**src/sv/fpcc_pkg.sv**
```systemverilog
// ----------------------------------------------------------------------------
// fpcc_pkg
// Shared widths, status codes, the frame snapshot type and the CRC-16/MODBUS
// byte update used by the framed packet CRC checker.
// ----------------------------------------------------------------------------
package fpcc_pkg;

  localparam int BYTE_W   = 8;
  localparam int WORD_W   = 16;
  localparam int COUNT_W  = 17;
  localparam int STATUS_W = 3;
  localparam int CFG_IDX_W = 2;
  localparam int DELAY_DEPTH = 4;

  localparam logic [COUNT_W-1:0] MIN_FRAME = COUNT_W'(8);
  localparam logic [COUNT_W-1:0] COUNT_MAX = {COUNT_W{1'b1}};
  localparam logic [WORD_W-1:0]  CRC_INIT  = 16'hFFFF;
  localparam logic [WORD_W-1:0]  CRC_POLY  = 16'hA001;

  // Status codes of a verdict.
  localparam logic [STATUS_W-1:0] ST_OK    = 3'd0;
  localparam logic [STATUS_W-1:0] ST_SHORT = 3'd1;
  localparam logic [STATUS_W-1:0] ST_HEAD  = 3'd2;
  localparam logic [STATUS_W-1:0] ST_TAIL  = 3'd3;
  localparam logic [STATUS_W-1:0] ST_LEN   = 3'd4;
  localparam logic [STATUS_W-1:0] ST_CRC   = 3'd5;

  // Configuration register indexes.
  localparam logic [CFG_IDX_W-1:0] REG_HEAD_WORD = 2'd0;
  localparam logic [CFG_IDX_W-1:0] REG_TAIL_WORD = 2'd1;

  // Everything the verdict needs, taken when the last byte of a frame arrives.
  typedef struct packed {
    logic [COUNT_W-1:0] count;
    logic [WORD_W-1:0]  head_seen;
    logic [WORD_W-1:0]  length_field;
    logic [WORD_W-1:0]  crc;
    logic [WORD_W-1:0]  rx_crc;
    logic [WORD_W-1:0]  rx_tail;
  } snap_t;

  // One byte of reflected CRC-16 (polynomial 0xA001), bit by bit.
  function automatic logic [WORD_W-1:0] crc_feed(input logic [WORD_W-1:0] crc,
                                                 input logic [BYTE_W-1:0] b);
    logic [WORD_W-1:0] c;
    c = crc ^ {{(WORD_W-BYTE_W){1'b0}}, b};
    for (int k = 0; k < BYTE_W; k++) begin
      if (c[0]) begin
        c = (c >> 1) ^ CRC_POLY;
      end else begin
        c = c >> 1;
      end
    end
    return c;
  endfunction

endpackage

```
**src/sv/fpcc_byte_if.sv**
```systemverilog
// ----------------------------------------------------------------------------
// fpcc_byte_if
// Frame byte channel: one byte per request, with a flag on the final byte.
// ----------------------------------------------------------------------------
interface fpcc_byte_if;
  import fpcc_pkg::*;

  logic              valid;
  logic              ready;
  logic [BYTE_W-1:0] data_byte;
  logic              last;

  modport source (output valid, output data_byte, output last, input ready);
  modport sink   (input valid, input data_byte, input last, output ready);
endinterface

```
**src/sv/fpcc_tracker.sv**
```systemverilog
// ----------------------------------------------------------------------------
// fpcc_tracker
// Per-byte frame state: byte counter, head and length capture, delay line
// and running body CRC. On the final byte it registers a snapshot for the
// verdict stage and clears the frame state.
// ----------------------------------------------------------------------------
module fpcc_tracker (
  input  logic                clk,
  input  logic                rst,
  fpcc_byte_if.sink           byte_in,
  output logic                snap_valid,
  input  logic                snap_ready,
  output fpcc_pkg::snap_t     snap
);
  import fpcc_pkg::*;

  logic [COUNT_W-1:0] byte_count;
  logic [WORD_W-1:0]  crc_register;
  logic [BYTE_W-1:0]  delay_line [DELAY_DEPTH];
  logic [WORD_W-1:0]  head_seen;
  logic [WORD_W-1:0]  length_field;

  logic [COUNT_W-1:0] byte_count_next;
  logic [WORD_W-1:0]  crc_register_next;
  logic [BYTE_W-1:0]  delay_line_next [DELAY_DEPTH];
  logic [WORD_W-1:0]  head_seen_next;
  logic [WORD_W-1:0]  length_field_next;
  logic               accept;

  // The snapshot slot frees up in the same cycle the verdict stage takes it.
  assign byte_in.ready = !snap_valid || snap_ready;
  assign accept = byte_in.valid && byte_in.ready;

  always_comb begin
    head_seen_next    = head_seen;
    length_field_next = length_field;
    if (byte_count == COUNT_W'(0)) begin
      head_seen_next[15:8] = byte_in.data_byte;
    end else if (byte_count == COUNT_W'(1)) begin
      head_seen_next[7:0] = byte_in.data_byte;
    end else if (byte_count == COUNT_W'(2)) begin
      length_field_next[15:8] = byte_in.data_byte;
    end else if (byte_count == COUNT_W'(3)) begin
      length_field_next[7:0] = byte_in.data_byte;
    end

    // Bytes leaving the delay line once the byte count reaches eight are body bytes, so
    // the trailing CRC and tail never reach the CRC register.
    if (byte_count >= MIN_FRAME) begin
      crc_register_next = crc_feed(crc_register, delay_line[0]);
    end else begin
      crc_register_next = crc_register;
    end

    for (int i = 0; i < DELAY_DEPTH - 1; i++) begin
      delay_line_next[i] = delay_line[i+1];
    end
    delay_line_next[DELAY_DEPTH-1] = byte_in.data_byte;

    if (byte_count != COUNT_MAX) begin
      byte_count_next = byte_count + COUNT_W'(1);
    end else begin
      byte_count_next = byte_count;
    end
  end

  always_ff @(posedge clk) begin
    if (rst) begin
      byte_count   <= '0;
      crc_register <= CRC_INIT;
      head_seen    <= '0;
      length_field <= '0;
      for (int i = 0; i < DELAY_DEPTH; i++) begin
        delay_line[i] <= '0;
      end
    end else if (accept) begin
      if (byte_in.last) begin
        byte_count   <= '0;
        crc_register <= CRC_INIT;
        head_seen    <= '0;
        length_field <= '0;
        for (int i = 0; i < DELAY_DEPTH; i++) begin
          delay_line[i] <= '0;
        end
      end else begin
        byte_count   <= byte_count_next;
        crc_register <= crc_register_next;
        head_seen    <= head_seen_next;
        length_field <= length_field_next;
        for (int i = 0; i < DELAY_DEPTH; i++) begin
          delay_line[i] <= delay_line_next[i];
        end
      end
    end
  end

  always_ff @(posedge clk) begin
    if (rst) begin
      snap_valid <= 1'b0;
    end else if (accept && byte_in.last) begin
      snap_valid <= 1'b1;
    end else if (snap_ready) begin
      snap_valid <= 1'b0;
    end
  end

  always_ff @(posedge clk) begin
    if (accept && byte_in.last) begin
      snap.count        <= byte_count_next;
      snap.head_seen    <= head_seen_next;
      snap.length_field <= length_field_next;
      snap.crc          <= crc_register_next;
      snap.rx_crc       <= {delay_line_next[0], delay_line_next[1]};
      snap.rx_tail      <= {delay_line_next[2], delay_line_next[3]};
    end
  end

endmodule

```
**src/flat_wrapper.sv**
```systemverilog
// flat-port wrapper written by rule: the top's interface ports become plain ports
module fpcc_tracker_flat import fpcc_pkg::*;
  (clk, rst, snap_valid, snap_ready, snap, byte_in_valid, byte_in_data_byte, byte_in_last, byte_in_ready);
  fpcc_byte_if byte_in_i ();
  input  logic clk;
  input  logic rst;
  output logic snap_valid;
  input  logic snap_ready;
  output fpcc_pkg::snap_t snap;
  input wire logic [$bits(byte_in_i.valid)-1:0] byte_in_valid;
  input wire logic [$bits(byte_in_i.data_byte)-1:0] byte_in_data_byte;
  input wire logic [$bits(byte_in_i.last)-1:0] byte_in_last;
  output wire logic [$bits(byte_in_i.ready)-1:0] byte_in_ready;
  assign byte_in_i.valid = byte_in_valid;
  assign byte_in_i.data_byte = byte_in_data_byte;
  assign byte_in_i.last = byte_in_last;
  assign byte_in_ready = byte_in_i.ready;
  fpcc_tracker u_core (.clk(clk), .rst(rst), .byte_in(byte_in_i), .snap_valid(snap_valid), .snap_ready(snap_ready), .snap(snap));
endmodule
```
**config.mk**
```make
export PLATFORM = sky130hd
export DESIGN_NAME = fpcc_tracker_flat
export DESIGN_NICKNAME = d
export VERILOG_FILES = /design/src/sv/fpcc_pkg.sv /design/src/sv/fpcc_byte_if.sv /design/src/sv/fpcc_tracker.sv /design/src/flat_wrapper.sv
export SDC_FILE = /design/constraint.sdc
export NUM_CORES = 1
export LEC_CHECK = 0
export ABC_AREA = 0
export BUFFER_PORTS_ARGS = -buffer_cell sky130_fd_sc_hd__buf_2
export CAP_MARGIN = 10
export CORE_UTILIZATION = 45
export CTS_CLUSTER_SIZE = 10
export DETAILED_ROUTE_END_ITERATION = 16
export HOLD_SLACK_MARGIN = 0.05
export MAX_ROUTING_LAYER = met4
export PLACE_DENSITY = 0.69
export SKIP_CTS_REPAIR_TIMING = 1
export SLEW_MARGIN = 20
export SYNTH_ARGS = -nofsm -noshare
export SYNTH_HDL_FRONTEND = slang
export SYNTH_SLANG_ARGS = --single-unit
```
**constraint.sdc**
```tcl
create_clock -name clk -period 9.72 [get_ports clk]
set_input_delay 0.972 -clock clk [delete_from_list [all_inputs] [get_ports clk]]
set_output_delay 0.972 -clock clk [all_outputs]
set_load 0.01 [all_outputs]
```
==> results.json <==
{
  "hold-path-endpoint": "u_core.snap[30]$_DFFE_PP_",
  "vdd.ir_drop.worst_v": 0.000132,
  "adder_cell_share_of_the_synthesized_area": 0.00640,
  "power.leakage_nw": 3.38,
  "final.min_clock_period_ps": 2800,
  "dieArea_um2": 17900,
  "postSynthAreaPerCell_um2": 13.3,
  "netlist_area_um2": 7820,
  "yosys_register_bits": 195,
  "share_clk_of_total_power": 0.409,
  "tritoncts_num_sinks": 195,
  "avgViaCountPerCell": 5.31,
  "post_synth_xor_area_fraction": 0.0448,
  "cts_root_buffer": "sky130_fd_sc_hd__clkbuf_16",
  "post-synth-top-count-cell": "sky130_fd_sc_hd__edfxtp_1",
  "h-tree-depth": 4,
  "numPlacedInstances": 887,
  "routed_wire_length_per_instance_um": 16.9,
  "synth_edf_count": 121,
  "fin_total_pwr_w": 0.00170,
  "hold_class": "flip-flop to flip-flop",
  "grt_setup_unrepaired": "false",
  "post_synth_most_frequent_cells": "sky130_fd_sc_hd__edfxtp_1, sky130_fd_sc_hd__dfxtp_1, sky130_fd_sc_hd__nor2_1, sky130_fd_sc_hd__a21oi_1, sky130_fd_sc_hd__nand2_1",
  "totalNegativeSetupSlack_ps": 0,
  "r2r_slack_ps": 6920,
  "dominant_combinational_cell_family_by_area_after_synthesis": "simple AND/OR/NAND/NOR gates",
  "grt_antenna_before_repair": 0,
  "endpoint_kind": "flip-flop",
  "timing.critical_path.fanout_max": 27,
  "placementRows": 47,
  "comb_power_share": 0.056,
  "timing_max_transition_violations_final": 0,
  "synthesis.instances": 588,
  "fin_skew_ps": 14.0,
  "placement.setup.worst_slack_ps": 6670,
  "diode_insertion_count_for_antenna_repair": 0,
  "power.share.switching": 0.229,
  "first_pass_iters": 5,
  "total_clock_buffers_created_by_cts": 17,
  "synth_mux_area_frac": 0.0461,
  "die_height_um": 134,
  "critical_path_arrival_ps": 3130,
  "first_iter_violations": 332,
  "timing.final.setup_violations": 0,
  "critPathLaunchType": "flip-flop",
  "grt_pass1_wl_mm": 25.0,
  "timing.rr.end": "u_core.head_seen[1]$_SDFFE_PP0N_",
  "post-route-period-util": 0.288,
  "drive_gt1_frac": 0.288,
  "finalWirelength_mm": 15.5,
  "setup.worst_path.start": "u_core.byte_count[7]$_SDFFE_PP0N_",
  "ys.warnings.count": 0,
  "clkLatencyLatePin_ps": 440,
  "r2r.worst_path.cells": 5,
  "pwr-share-seq": 0.535,
  "drt_drc_violations_left": 0,
  "post-route-worst-setup-slack_ps": 6920,
  "worst_hold_startpoint": "u_core.delay_line[1][6]$_SDFFCE_PN0P_",
  "max_slew.worst_pin.slew_ps": 729,
  "io_buffers": 111,
  "cap_viol_max_count": 0,
  "seq_area_frac_synth": 0.654,
  "synth_fp_nets": 605,
  "share_of_the_synthesized_area_in_compound_gates_ao_oa_aoi_oai": 0.103,
  "timing.slew.headroom": 0.512,
  "synthSimpleGateAreaFrac": 0.117,
  "whs_path_depth": 0,
  "hold_slack_ps": 438,
  "net-switching-power_w": 0.000389,
  "tritoncts": "done",
  "yosys.area.top_type_share": 0.465,
  "internal_pwr_total_w": 0.00131,
  "synth.lib_cells_used.distinct": 58,
  "max_freq_mhz": 357,
  "grt_overflow": 0,
  "via_count_of_the_first_global_routing_pass": 4856,
  "dr_total_vias": 4877,
  "finalNetCount": 703,
  "core_region_um2": 16800,
  "reg2reg_from": "u_core.byte_count[7]$_SDFFE_PP0N_",
  "die_w_um": 134,
  "area.growth.synth_to_final_pct": 16.6,
  "ys_dominant_reg_cell": "sky130_fd_sc_hd__edfxtp_1",
  "power_density_nw_per_um2": 187,
  "finalHoldViolCount": 0,
  "post-dp-hpwl_mm": 10.5,
  "cell_taking_the_most_area_after_synthesis": "sky130_fd_sc_hd__edfxtp_1",
  "postSynth.asyncResetShare": 0,
  "ant_nets": 0,
  "timing.setup.critical_path_class": "flip-flop to flip-flop",
  "synth_top_cells_by_area": "sky130_fd_sc_hd__edfxtp_1, sky130_fd_sc_hd__dfxtp_1, sky130_fd_sc_hd__mux2_2, sky130_fd_sc_hd__a22o_1, sky130_fd_sc_hd__xnor2_1",
  "finalWeightedCongestion": 0.814,
  "status": "completed",
  "final_standard_cell_count_with_taps_included_and_fillers_excluded": 919,
  "grt_max_degree": 52,
  "ios": 112,
  "starting_density": 0.467,
  "clk_transition_reported_paths_ps": 70,
  "clk_path_buf_depth": 2,
  "critical_path_required_ps": 10050,
  "grt_use_total": 0.187
}
state kept, by name (all words and copies together) (netlist names):
signal	cells
u_core.byte_count	17
u_core.crc_register	16
u_core.delay_line	32
u_core.head_seen	16
u_core.length_field	16
u_core.snap	97
u_core.snap_valid	1
worst max-delay path, cell delays in order (launching register included):
cell	delay (ps)
sky130_fd_sc_hd__dfxtp_1	390
sky130_fd_sc_hd__nor4_2	450
sky130_fd_sc_hd__nand4_4	500
sky130_fd_sc_hd__nor4b_4	790
sky130_fd_sc_hd__o21ai_2	270
sky130_fd_sc_hd__a22o_1	290
final cells by class:
type | instances | area (um2)
multi-input combinational | 343 | 2490
inverter | 14 | 52.6
sequential | 195 | 5110
clock buffer | 19 | 453
fill | 1428 | 7640
tap | 220 | 275
timing repair buffer | 115 | 586
clock inverter | 13 | 148
placed cells by master, fill, tap and decap left out, types with 3 or more instances in the layout:
cell and n:
sky130_fd_sc_hd__ha_1 4, sky130_fd_sc_hd__nor4_4 3, sky130_fd_sc_hd__nand4_1 5, sky130_fd_sc_hd__nor4_2 3, sky130_fd_sc_hd__nor2_1 42, sky130_fd_sc_hd__buf_2 111, sky130_fd_sc_hd__clkbuf_16 17, sky130_fd_sc_hd__buf_4 4
sky130_fd_sc_hd__mux2_2 32, sky130_fd_sc_hd__a22o_1 33, sky130_fd_sc_hd__edfxtp_1 121, sky130_fd_sc_hd__xor2_1 5, sky130_fd_sc_hd__nor3b_1 8, sky130_fd_sc_hd__or3_1 4, sky130_fd_sc_hd__o21ai_0 12, sky130_fd_sc_hd__nand3_1 6
sky130_fd_sc_hd__inv_1 13, sky130_fd_sc_hd__and3_1 5, sky130_fd_sc_hd__o22a_1 5, sky130_fd_sc_hd__xnor2_1 27, sky130_fd_sc_hd__a21oi_1 40, sky130_fd_sc_hd__clkinv_4 4, sky130_fd_sc_hd__nand2_1 38, sky130_fd_sc_hd__and2_1 27
sky130_fd_sc_hd__dfxtp_1 74, sky130_fd_sc_hd__inv_6 3
per-layer routing:
metal  share of wire  GRT usage
met4           0.014     0.0713
met2            0.49      0.298
met3           0.052     0.0359
met5               0          -
met1            0.44      0.236
power by group through the flow:
stage	Clock [W]	Combinational (W)	Sequential, W
4_1_cts	0.000708	0.0000963	0.000910
5_1_grt	0.000741	0.000104	0.000912
3_3_place_gp	0	0.0000932	0.000929
2_1_floorplan	0	0.0000577	0.000935
3_5_place_dp	0	0.0000957	0.000929
6_report	0.000696	0.0000958	0.000910
cells by family (layout without fill, tap and decap cells):
logic type	Yosys count	count (layout)
buf+inv	50	161
xor+xnor	35	35
compound gates	115	115
flops	195	195
simple gates	157	157
mux	32	32
fa+ha+maj	4	4
stage by stage:
stage | util | instance area (um2)
2_1_floorplan | - | 7820
3_3_place_gp | 0.508 | 8520
3_5_place_dp | 0.508 | 8520
4_1_cts | 0.544 | 9120
5_1_grt | 0.544 | 9120
6_report | 0.544 | 9120
how the worst max path moves through the flow:
stage                     depth (start not counted)                          endpoint  slack, ps
after floorplan                                   3          u_core.snap[0]$_DFFE_PP_       5570
after global placement                            4         u_core.snap[87]$_DFFE_PP_       6760
after detailed placement                          4         u_core.snap[41]$_DFFE_PP_       6670
after CTS                                         5  u_core.head_seen[1]$_SDFFE_PP0N_       6900
after global routing                              5  u_core.head_seen[1]$_SDFFE_PP0N_       6730
final                                             5  u_core.head_seen[1]$_SDFFE_PP0N_       6920
(Power assumes the default switching activity.)
